==> config.mk <==
export PLATFORM = sky130hd
export DESIGN_NAME = ial_ctrl
export DESIGN_NICKNAME = d
export VERILOG_FILES = /design/src/hw/rtl/ial_pkg.sv /design/src/hw/rtl/ial_ctrl.sv
export SDC_FILE = /design/constraint.sdc
export NUM_CORES = 1
export LEC_CHECK = 0
export ABC_AREA = 0
export CAP_MARGIN = 20
export CORE_MARGIN = 8
export CORE_UTILIZATION = 29
export CTS_CLUSTER_SIZE = 10
export DETAILED_ROUTE_END_ITERATION = 7
export DONT_BUFFER_PORTS = 1
export PLACE_DENSITY = 0.46
export RECOVER_POWER = 25
export SETUP_SLACK_MARGIN = 0.02
export SKIP_CTS_REPAIR_TIMING = 1
export SLEW_MARGIN = 40
export SYNTH_ARGS = -nofsm -noshare
export SYNTH_HDL_FRONTEND = slang
export SYNTH_SLANG_ARGS = --single-unit
==> constraint.sdc <==
create_clock -name clk -period 2.75 [get_ports clk]
set_input_delay 0.55 -clock clk [delete_from_list [all_inputs] [get_ports clk]]
set_output_delay 0.55 -clock clk [all_outputs]
set_load 0.03 [all_outputs]
==> src/hw/rtl/ial_pkg.sv <==
package ial_pkg;

  localparam int CAPACITY = 128;
  localparam int ELEM_W   = 32;
  localparam int ADDR_W   = 7;
  localparam int CNT_W    = 8;
  localparam int KIND_W   = 2;
  localparam int STAT_W   = 2;

  typedef enum logic [KIND_W-1:0] {
    KIND_INSERT = 2'd0,
    KIND_DELETE = 2'd1,
    KIND_FIND   = 2'd2,
    KIND_READ   = 2'd3
  } kind_t;

  typedef enum logic [STAT_W-1:0] {
    ST_OK       = 2'd0,
    ST_FULL     = 2'd1,
    ST_BADPOS   = 2'd2,
    ST_NOTFOUND = 2'd3
  } status_t;

  typedef enum logic [3:0] {
    DP_NOP,
    DP_LOAD,
    DP_UP,
    DP_PUT,
    DP_DOWN,
    DP_DROP,
    DP_FIND,
    DP_HIT,
    DP_READ,
    DP_CATCH,
    DP_EMIT
  } dp_op_t;

  typedef enum logic [2:0] {
    S_IDLE,
    S_DECODE,
    S_SHIFT_UP,
    S_SHIFT_DOWN,
    S_FIND,
    S_READ_WAIT,
    S_RESULT
  } state_t;

  typedef struct packed {
    dp_op_t  op;
    logic    st_en;
    status_t st;
  } dp_cmd_t;

  typedef struct packed {
    kind_t kind;
    logic  full;
    logic  pos_gt;
    logic  pos_ge;
    logic  up_done;
    logic  down_done;
    logic  hit;
    logic  miss_done;
    logic  out_free;
  } dp_stat_t;

endpackage

==> src/hw/rtl/ial_ctrl.sv <==
module ial_ctrl (
  input  logic              clk,
  input  logic              rst,
  input  logic              in_valid,
  output logic              in_ready,
  output ial_pkg::dp_cmd_t  cmd,
  input  ial_pkg::dp_stat_t stat
);

  ial_pkg::state_t state;
  ial_pkg::state_t state_next;

  always_ff @(posedge clk) begin
    if (rst) begin
      state <= ial_pkg::S_IDLE;
    end else begin
      state <= state_next;
    end
  end

  always_comb begin
    state_next = state;
    case (state)
      ial_pkg::S_IDLE: begin
        if (in_valid) state_next = ial_pkg::S_DECODE;
      end
      ial_pkg::S_DECODE: begin
        case (stat.kind)
          ial_pkg::KIND_INSERT:
            state_next = (stat.full || stat.pos_gt) ? ial_pkg::S_RESULT : ial_pkg::S_SHIFT_UP;
          ial_pkg::KIND_DELETE:
            state_next = stat.pos_ge ? ial_pkg::S_RESULT : ial_pkg::S_SHIFT_DOWN;
          ial_pkg::KIND_FIND:
            state_next = ial_pkg::S_FIND;
          default:
            state_next = stat.pos_ge ? ial_pkg::S_RESULT : ial_pkg::S_READ_WAIT;
        endcase
      end
      ial_pkg::S_SHIFT_UP: begin
        if (stat.up_done) state_next = ial_pkg::S_RESULT;
      end
      ial_pkg::S_SHIFT_DOWN: begin
        if (stat.down_done) state_next = ial_pkg::S_RESULT;
      end
      ial_pkg::S_FIND: begin
        if (stat.hit || stat.miss_done) state_next = ial_pkg::S_RESULT;
      end
      ial_pkg::S_READ_WAIT: begin
        state_next = ial_pkg::S_RESULT;
      end
      ial_pkg::S_RESULT: begin
        if (stat.out_free) state_next = ial_pkg::S_IDLE;
      end
      default: begin
        state_next = ial_pkg::S_IDLE;
      end
    endcase
  end

  always_comb begin
    in_ready  = 1'b0;
    cmd.op    = ial_pkg::DP_NOP;
    cmd.st_en = 1'b0;
    cmd.st    = ial_pkg::ST_OK;
    case (state)
      ial_pkg::S_IDLE: begin
        in_ready = 1'b1;
        if (in_valid) cmd.op = ial_pkg::DP_LOAD;
      end
      ial_pkg::S_DECODE: begin
        cmd.st_en = 1'b1;
        case (stat.kind)
          ial_pkg::KIND_INSERT: begin
            if (stat.full) begin
              cmd.st = ial_pkg::ST_FULL;
            end else if (stat.pos_gt) begin
              cmd.st = ial_pkg::ST_BADPOS;
            end
          end
          ial_pkg::KIND_DELETE: begin
            if (stat.pos_ge) cmd.st = ial_pkg::ST_BADPOS;
          end
          ial_pkg::KIND_FIND: begin
            cmd.st = ial_pkg::ST_NOTFOUND;
          end
          default: begin
            if (stat.pos_ge) begin
              cmd.st = ial_pkg::ST_BADPOS;
            end else begin
              cmd.op = ial_pkg::DP_READ;
            end
          end
        endcase
      end
      ial_pkg::S_SHIFT_UP: begin
        // gap is open at the position once the walk drains: drop the value in
        cmd.op = stat.up_done ? ial_pkg::DP_PUT : ial_pkg::DP_UP;
      end
      ial_pkg::S_SHIFT_DOWN: begin
        cmd.op = stat.down_done ? ial_pkg::DP_DROP : ial_pkg::DP_DOWN;
      end
      ial_pkg::S_FIND: begin
        if (stat.hit) begin
          cmd.op    = ial_pkg::DP_HIT;
          cmd.st_en = 1'b1;
          cmd.st    = ial_pkg::ST_OK;
        end else if (!stat.miss_done) begin
          cmd.op = ial_pkg::DP_FIND;
        end
      end
      ial_pkg::S_READ_WAIT: begin
        cmd.op = ial_pkg::DP_CATCH;
      end
      ial_pkg::S_RESULT: begin
        if (stat.out_free) cmd.op = ial_pkg::DP_EMIT;
      end
      default: begin
      end
    endcase
  end

endmodule

==> results of run 1 <==
## cell families (layout without fill, tap and decap cells)
group	Yosys count	after routing	synth area share, %
flip-flops	3	3	15.34
AND/OR/NAND/NOR	23	23	33.87
AO/OA/AOI/OAI	19	19	35.46
multiplexers	2	2	6.708
buffers and inverters	8	14	8.626
## worst max-delay path, cell delays in order (launching register included)
cell and delay, ps:
dfxtp_1 600, and2b_1 240, o21ai_1 100, a21oi_1 530
## synth_stat cells
cell type	instances	area share, %
a221o_1	1	2.6
and3b_1	2	4.5
mux2_1	1	2.9
nand3_1	3	3.8
dfxtp_1	3	15
or4_1	1	1.9
nand4_1	1	1.6
o211ai_1	1	1.9
a2111oi_4	1	7.0
nor3_1	3	3.8
nand2_1	3	2.9
o21ai_1	5	6.4
buf_2	3	3.8
mux2_4	1	3.8
nor2b_1	2	3.2
inv_1	3	2.9
a21oi_1	4	5.1
o2111ai_1	1	2.2
o21ai_0	2	2.6
nor3b_1	1	1.9
nor2_1	3	2.9
nand2b_1	2	3.2
inv_2	2	1.9
o311ai_1	1	2.2
and2b_1	1	1.9
a31oi_1	1	1.6
or3b_1	1	2.2
a211oi_1	2	3.8
## power groups by stage
| stage | registers (W) | clock network [W] | logic [W] |
|---|---|---|---|
| finish | 0.0000882 | 0.0000752 | 0.000208 |
| global route | 0.0000928 | 0.0000853 | 0.000225 |
| CTS | 0.0000878 | 0.0000778 | 0.000211 |
| detailed placement | 0.0000884 | 0 | 0.000210 |
| global placement | 0.0000896 | 0 | 0.000211 |
| floorplan | 0.0000658 | 0 | 0.000186 |
## routing by layer
| layer | wire, um | share of wire [%] | GRT usage (%) | vias to the layer above |
|---|---|---|---|---|
| met4 | 0 | 0 | 5.172 | 0 |
| met3 | 103 | 9.6 | 3.125 | 0 |
| met1 | 463 | 43 | 9.062 | 189 |
| met2 | 504 | 47 | 11.91 | 14 |
| met5 | 0 | 0 | 0 | - |
| li1 | - | - | - | 217 |
## path summary, 6_finish.rpt
kind	endpoint	depth (start not counted)
max	cmd[4]	3
min	state[0]$_SDFFE_PP0P_	1
max reg2reg	state[0]$_SDFFE_PP0P_	4
min reg2reg	state[2]$_SDFFE_PP0P_	2
## metrics by stage
stage               power (W)  area (um^2)  std cells
CTS                 0.0003764        459.2         76
finish              0.0003713        459.2         76
detailed placement  0.0002983        432.9         72
floorplan           0.0002515        391.6         55
global placement    0.0003010        432.9         72
global route        0.0004027        459.2         76
## area by class of cell
type | instances | share of cell area, %
Timing Repair Buffer | 5 | 8.174
Clock buffer | 4 | 5.722
Sequential cell | 3 | 13.08
Multi-Input combinational cell | 44 | 64.85
Inverter | 5 | 4.087
Tap cell | 15 | 4.087
==> flow_metrics.env, run 1 <==
export IMPL_hpwl_um=885.4
export IMPL_final_util_pct=35.74
export IMPL_regMostFlops="state"
export IMPL_initial_core_util_pct=30.48
export IMPL_clock_latency_ps=230
export IMPL_fp_coreArea_um2=1285
export IMPL_swShare_pct=49.84
export IMPL_hp_class="input port to flip-flop"
export IMPL_drc=0
export IMPL_synth_nets=68
export IMPL_htree_num_levels=1
export IMPL_drt_wl_total_um=1071
export IMPL_worstHoldStart="rst"
export IMPL_first_pass_iters=2
export IMPL_areaGrowthSynthToFinish_pct=17.25
export IMPL_p_int_w=0.0001863
export IMPL_io_buffer_count=0
export IMPL_crit_type="flip-flop to primary output"
export IMPL_startpoint_type="flip-flop"
export IMPL_avgRoutedWirePerCell_um=14.09
export IMPL_ys_types=28
export IMPL_syn_area_um2=391.6
export IMPL_clockBufferDepth=2
export IMPL_cts_tree="yes"
export IMPL_antennaDiodeCount=0
export IMPL_power_density_nw_per_um2=808.7
export IMPL_chipHeight_um=52.75
export IMPL_clock_fmax_ghz=0.4446
export IMPL_ir_worst_vdd_v=0.0002357
export IMPL_largest_registers="state (3)"
export IMPL_finalMaxSlewViolations=0
export IMPL_grt_pass1_wl_um=1718
export IMPL_tightestPinTransition_ps=654.6
export IMPL_final_period_utilization_pct=81.80
export IMPL_cts_sinks=3
export IMPL_ys_warn_count=0
export IMPL_layout_nets=75
export IMPL_path_clk_slew_ps=40
export IMPL_fin_hold_ws_ps=378.3
export IMPL_layout_drive_gt1_share_pct=19.67
export IMPL_startpoint="state[2]$_SDFFE_PP0P_"
export IMPL_ff_latch_area_um2=60.06
export IMPL_combPwrFrac_pct=56.0
export IMPL_seq_area_frac_synth_pct=15.34
export IMPL_final_setup_tns_ps=0
export IMPL_seqPwrFrac_pct=23.8
export IMPL_finalSetupViolCount=0
export IMPL_reg2reg_from="state[1]$_SDFFE_PP0P_"
export IMPL_drt_iter0_markers=3
export IMPL_rrSetupSlack_ps=1320
export IMPL_rows=13
export IMPL_crit_arrival_ps=1700
export IMPL_fin_crit_ps=2249
export IMPL_multiInputGateArea_um2=297.8
export IMPL_endpoint_kind="primary output"
export IMPL_finalHoldViolCount=0
export IMPL_vias_per_cell=5.526
export IMPL_slew_headroom_pct=56.50
export IMPL_grt_pass1_vias=416
export IMPL_grt_use_total_pct=7.953
export IMPL_avgSynthCellArea_um2=7.120
export IMPL_numCtsBuffers=3
export IMPL_p_leak_nw=0.1700
export IMPL_crit_required_ps=2200
export IMPL_final_cell_mix="o21ai_1 (5), buf_4 (5), a21oi_1 (4)"
export IMPL_ys_ff_latch=3
export IMPL_cts_root_buf="clkbuf_4"
export IMPL_clkPwrFrac_pct=20.3
export IMPL_vias=420
export IMPL_die_width_um=52.75
export IMPL_rsz0062_at_grt="no"
export IMPL_grt_antenna_before_repair=0
export IMPL_grt_ovfl_total=0
export IMPL_switching_power_w=0.0001851
export IMPL_fin_ws_ps=500.6
export IMPL_status="finished, final reports clean"
export IMPL_cp_max_fo=13
export IMPL_postRouteAntennaNets=0
export IMPL_largest_reg_flops=3
export IMPL_maxCapViolCount=0
export IMPL_floorplan_die_area_um2=2783
export IMPL_grt_max_degree=16
export IMPL_n_fill_cell=140
export IMPL_gp_congestion=0.6975
export IMPL_postSynthCellCount=55
export IMPL_clock_skew_ps=3.903
export IMPL_ioPinCount=21
export IMPL_place_ws_ps=749.8
No activity file was read; power rests on OpenSTA's default activity.
==> run 2: changes to the inputs <==
--- a/config.mk
+++ b/config.mk
@@ -12,7 +12,7 @@
 export CTS_CLUSTER_SIZE = 10
 export DETAILED_ROUTE_END_ITERATION = 7
 export DONT_BUFFER_PORTS = 1
-export PLACE_DENSITY = 0.46
+export PLACE_DENSITY = 0.47
 export RECOVER_POWER = 25
 export SETUP_SLACK_MARGIN = 0.02
 export SKIP_CTS_REPAIR_TIMING = 1
==> constraint.sdc (replaced) <==
create_clock -name clk -period 1.9 [get_ports clk]
set_input_delay 0.38 -clock clk [delete_from_list [all_inputs] [get_ports clk]]
set_output_delay 0.38 -clock clk [all_outputs]
set_load 0.03 [all_outputs]
==> flow_metrics.env, run 2 (synthesized netlist as in run 1, its figures left out) <==
export IMPL_status="finished, final reports clean"
export IMPL_clock_latency_ps=230
export IMPL_vias=448
export IMPL_hold_depth=1
export IMPL_drc=0
export IMPL_first_pass_iters=2
export IMPL_startpoint="state[1]$_SDFFE_PP0P_"
export IMPL_largest_registers="state (3)"
export IMPL_ioPinCount=21
export IMPL_p_leak_nw=0.1968
export IMPL_areaGrowthSynthToFinish_pct=27.16
export IMPL_vias_per_cell=5.531
export IMPL_worstReg2RegEnd="state[2]$_SDFFE_PP0P_"
export IMPL_fin_ws_ps=167.3
export IMPL_final_setup_tns_ps=0
export IMPL_grt_antenna_before_repair=0
export IMPL_finalHoldViolCount=0
export IMPL_power_w=0.0005754
export IMPL_grt_max_degree=14
export IMPL_finalSetupViolCount=0
export IMPL_finalMaxSlewViolations=0
export IMPL_floorplan_die_area_um2=2783
export IMPL_postRouteAntennaNets=0
export IMPL_hp_class="input port to flip-flop"
export IMPL_rows=13
export IMPL_rsz0062_at_grt="no"
export IMPL_drt_wl_total_um=1134
export IMPL_io_buffer_count=0
export IMPL_drt_iter0_markers=4
export IMPL_startpoint_type="flip-flop"
export IMPL_crit_required_ps=1520
export IMPL_largest_reg_flops=3
export IMPL_grt_pass1_vias=428
export IMPL_regMostFlops="state"
export IMPL_ir_worst_vdd_v=0.0003359
export IMPL_maxCapViolCount=0
export IMPL_n_fill_cell=147
export IMPL_dp_cells=77
export IMPL_cts_root_buf="clkbuf_4"
export IMPL_final_cell_mix="buf_4 (10), o21ai_1 (5), inv_1 (4), a21oi_1 (4)"
export IMPL_cts_sinks=3
export IMPL_initial_core_util_pct=30.48
export IMPL_power_density_nw_per_um2=1156
export IMPL_crit_type="flip-flop to primary output"
export IMPL_reg2reg_from="state[0]$_SDFFE_PP0P_"
export IMPL_place_ws_ps=258.8
export IMPL_layout_nets=80
export IMPL_crit_arrival_ps=1350
export IMPL_chipHeight_um=52.75
export IMPL_cts_tree="yes"
export IMPL_endpoint_kind="primary output"
export IMPL_clockBufferDepth=2
export IMPL_clock_skew_ps=2.841
export IMPL_die_width_um=52.75
export IMPL_grt_ovfl_total=0
export IMPL_fin_area_um2=498.0
export IMPL_final_period_utilization_pct=91.20
export IMPL_rrSetupSlack_ps=450
export IMPL_antennaDiodeCount=0
export IMPL_cp_max_fo=8
export IMPL_fp_coreArea_um2=1285
export IMPL_grt_pass1_wl_um=1849
export IMPL_final_cells=81
export IMPL_final_common_cell="buf_4"
export IMPL_layout_drive_gt1_share_pct=25.76
export IMPL_clock_fmax_ghz=0.5771
export IMPL_cp_endpoint="cmd[3]"
export IMPL_postPlaceCellArea_um2=470.5
export IMPL_grt_use_total_pct=8.394
export IMPL_avgRoutedWirePerCell_um=14.00
export IMPL_numCtsBuffers=3
export IMPL_hpwl_um=933
export IMPL_path_clk_slew_ps=40
export IMPL_gp_congestion=0.7562
export IMPL_htree_num_levels=1
export IMPL_slew_headroom_pct=75.47
export IMPL_tightestPinTransition_ps=367.5
export IMPL_r2r_cells=4
export IMPL_fin_crit_ps=1733
run 2: changes by cell type in the layout (fill, tap and decap cells not counted):
| cell | previous run | this run |
|---|---|---|
| buf_4 | 5 | 10 |
| dfxtp_1 | 3 | 2 |
| inv_1 | 3 | 4 |
| dfxtp_2 | 0 | 1 |
| inv_2 | 2 | 1 |
run 2: how the worst min path moves through the flow:
stage,from,to,slack [ps]
after floorplan,rst,state[0]$_SDFFE_PP0P_,440
after global placement,rst,state[0]$_SDFFE_PP0P_,450
after detailed placement,rst,state[0]$_SDFFE_PP0P_,450
after CTS,rst,state[0]$_SDFFE_PP0P_,210
after global routing,rst,state[0]$_SDFFE_PP0P_,210
final,rst,state[0]$_SDFFE_PP0P_,210
run 2: power by group:
part | leakage, nW | internal [W] | switching, W
sequential | 0.0251 | 0.0000801 | 0.0000446
clock | 0.0150 | 0.0000783 | 0.0000279
combinational | 0.157 | 0.000144 | 0.000201
total | 0.197 | 0.000302 | 0.000273
run 2: cell type report:
type | count | area, um^2 | share of cell area, %
Multi-Input combinational cell | 44 | 297.8 | 59.80
Timing Repair Buffer | 10 | 75.07 | 15.08
Sequential cell | 3 | 61.31 | 12.31
Clock buffer | 4 | 26.28 | 5.276
Inverter | 5 | 18.77 | 3.769
Tap cell | 15 | 18.77 | 3.769
run 2: worst max-delay path: stages (launching register included):
cell and delay, ps:
dfxtp_1 460, and2b_1 250, o21ai_1 140, o311ai_1 100
buf_4 180
run 2: through the flow:
stage | hold slack [ps] | utilization (%)
2_1_floorplan | 444.3 | -
3_3_place_gp | 447.1 | 36.61
3_5_place_dp | 446.8 | 36.61
4_1_cts | 208.1 | 38.66
5_1_grt | 210.4 | 38.75
6_report | 213.8 | 38.75
run 2: layer usage:
| layer | vias up | GRT usage [%] | share of wire [%] |
|---|---|---|---|
| met4 | 0 | 3.879 | 0.88 |
| met3 | 2 | 3.693 | 9.7 |
| li1 | 226 | - | - |
| met1 | 204 | 9.509 | 43 |
| met2 | 16 | 13.09 | 47 |
| met5 | - | 0 | 0 |
==> run 3: changes to the inputs <==
--- a/config.mk
+++ b/config.mk
@@ -5,7 +5,7 @@
 export SDC_FILE = /design/constraint.sdc
 export NUM_CORES = 1
 export LEC_CHECK = 0
-export ABC_AREA = 0
+export ABC_AREA = 1
 export CAP_MARGIN = 20
 export CORE_MARGIN = 8
 export CORE_UTILIZATION = 29
==> flow_metrics.env, run 3 <==
export IMPL_synth_mux_area_share_pct=0
export IMPL_clockBufferDepth=2
export IMPL_die_width_um=57.34
export IMPL_largest_registers="state (3)"
export IMPL_syn_area_um2=495.5
export IMPL_drc=0
export IMPL_grt_antenna_before_repair=0
export IMPL_postPlaceCellArea_um2=525.5
export IMPL_final_setup_tns_ps=0
export IMPL_slew_headroom_pct=76.70
export IMPL_crit_arrival_ps=1400
export IMPL_final_cell_mix="nand2_1 (19), inv_1 (13), nor2_1 (9), nand3_1 (8), nor2_2 (5)"
export IMPL_avgSynthCellArea_um2=5.829
export IMPL_status="finished, final reports clean"
export IMPL_clock_fmax_ghz=0.5622
export IMPL_rows=15
export IMPL_cts_root_buf="clkbuf_4"
export IMPL_initial_core_util_pct=29.66
export IMPL_cts_sinks=3
export IMPL_ys_warn_count=0
export IMPL_vias_per_cell=4.682
export IMPL_drt_iter0_markers=7
export IMPL_first_pass_iters=3
export IMPL_path_clk_slew_ps=40
export IMPL_synth_nets=98
export IMPL_antennaDiodeCount=0
export IMPL_synthDominantCellAreaShare_pct=14.39
export IMPL_synth_xor_area_share_pct=0
export IMPL_synth_top_family_by_area="simple AND/OR/NAND/NOR gates"
export IMPL_drt_wl_total_um=1255
export IMPL_clock_latency_ps=230
export IMPL_crit_required_ps=1520
export IMPL_hpwl_um=1070
export IMPL_finalMaxSlewViolations=0
export IMPL_ioPinCount=21
export IMPL_cts_tree="yes"
export IMPL_numCtsBuffers=3
export IMPL_synth_common_cells="nand2_1 (19), inv_1 (12), nor2_1 (9), nand3_1 (8), nor2_2 (5)"
export IMPL_avgRoutedWirePerCell_um=11.73
export IMPL_synth_fa_ha_area_share_pct=0
export IMPL_p_leak_nw=0.3140
export IMPL_power_density_nw_per_um2=1765
export IMPL_crit_type="flip-flop to primary output"
export IMPL_chipHeight_um=57.34
export IMPL_fin_area_um2=560.5
export IMPL_grt_ovfl_total=0
export IMPL_async_reset_ff_share_pct=0
export IMPL_gp_congestion=0.7677
export IMPL_grt_max_degree=11
export IMPL_clock_skew_ps=4.470
export IMPL_fin_crit_ps=1779
export IMPL_io_buffer_count=0
export IMPL_synth_ff_type="dfxtp_1"
export IMPL_final_common_cell="nand2_1"
export IMPL_final_period_utilization_pct=93.63
export IMPL_layout_nets=104
export IMPL_maxCapViolCount=0
export IMPL_ir_worst_vdd_v=0.0006373
export IMPL_postSynthCellCount=85
export IMPL_cp_max_fo=9
export IMPL_vias=501
export IMPL_synth_compound_area_share_pct=8.081
export IMPL_grt_use_total_pct=8.394
export IMPL_grt_pass1_vias=531
export IMPL_htree_num_levels=1
export IMPL_largest_reg_flops=3
export IMPL_synth_most_common_cell="nand2_1"
export IMPL_synth_area_leaders="nand2_1 (14%), dfxtp_1 (12%), inv_1 (9.1%), nand3_1 (8.1%), nor2_1 (6.8%)"
export IMPL_startpoint_type="flip-flop"
export IMPL_endpoint_kind="primary output"
export IMPL_floorplan_die_area_um2=3287
export IMPL_tightestPinTransition_ps=348.5
export IMPL_ys_ff_latch=3
export IMPL_synth_top_area_cell="nand2_1"
export IMPL_areaGrowthSynthToFinish_pct=13.13
export IMPL_fp_coreArea_um2=1670
export IMPL_rsz0062_at_grt="no"
export IMPL_layout_drive_gt1_share_pct=31.11
export IMPL_synth_simple_area_share_pct=60.86
export IMPL_postRouteAntennaNets=0
export IMPL_regMostFlops="state"
export IMPL_hp_class="input port to flip-flop"
export IMPL_finalSetupViolCount=0
export IMPL_synth_edf_count=0
export IMPL_grt_pass1_wl_um=2242
export IMPL_finalHoldViolCount=0
export IMPL_seq_area_frac_synth_pct=12.12
export IMPL_ys_types=20
[run 3: cell types whose count changed after synthesis, moves of 3 or more]
cell / previous run / this run
nor2_4: 0 / 3
nand2_2: 0 / 3
nand3_1: 3 / 8
nor2_1: 3 / 9
buf_2: 3 / 0
nor2_2: 0 / 5
inv_1: 3 / 12
buf_6: 0 / 3
o21ai_1: 5 / 0
nand2_1: 3 / 19
[run 3: per-stage QoR]
| step | cells | util [%] | power, W | worst slack, ps | hold WS (ps) |
|---|---|---|---|---|---|
| after global routing | 107 | 33.56 | 0.001079 | 32.05 | 344.4 |
| after CTS | 107 | 33.03 | 0.0009940 | -169.9 | 330.5 |
| after global placement | 103 | 31.46 | 0.0008840 | 64.46 | 582.1 |
| after detailed placement | 103 | 31.46 | 0.0008755 | 96.20 | 581.3 |
| after floorplan | 85 | - | 0.0007425 | 95.07 | 561.4 |
| final | 107 | 33.56 | 0.0009894 | 121.1 | 328.2 |
[run 3: routing by layer]
layer	up-vias	GRT usage [%]	routed length, um
met4	0	4.286	0
met5	-	0	0
li1	275	-	-
met1	214	8.756	557
met3	0	4.484	119
met2	12	13.37	578
[run 3: worst paths after layout]
check	start	end	slack (ps)	cells past startpoint
setup / recovery	state[2]$_SDFFE_PP0P_	cmd[3]	120	6
hold / removal	rst	state[1]$_SDFFE_PP0P_	330	3
setup reg to reg	state[1]$_SDFFE_PP0P_	state[2]$_SDFFE_PP0P_	660	9
hold reg to reg	state[0]$_SDFFE_PP0P_	state[0]$_SDFFE_PP0P_	590	2
[run 3: logic make-up after synthesis]
| family | Yosys count |
|---|---|
| and+or+nand+nor | 56 |
| buffers and inverters | 19 |
| AOI/OAI and AO/OA | 7 |
| DFF | 3 |
[run 3: critical path, cell delays in order (launching register included)]
cell     delay, ps
dfxtp_4        430
inv_2           80
nand3_2        110
o21ai_0         80
a21oi_1        160
nand3_1        140
buf_12         170
[run 3: cell type report]
cell class,instances,area [um^2]
timing repair buffer,4,42.54
fill,186,1110
clock buffer,4,26.28
inverter,16,60.06
sequential,3,68.82
tap,17,21.27
multi-input combinational,63,341.6
[run 3: power breakdown]
group / internal (W) / switching (W) / total [W]
clock: 0.0000788 / 0.0000337 / 0.000112
combinational: 0.000245 / 0.000449 / 0.000694
sequential: 0.000101 / 0.0000814 / 0.000182
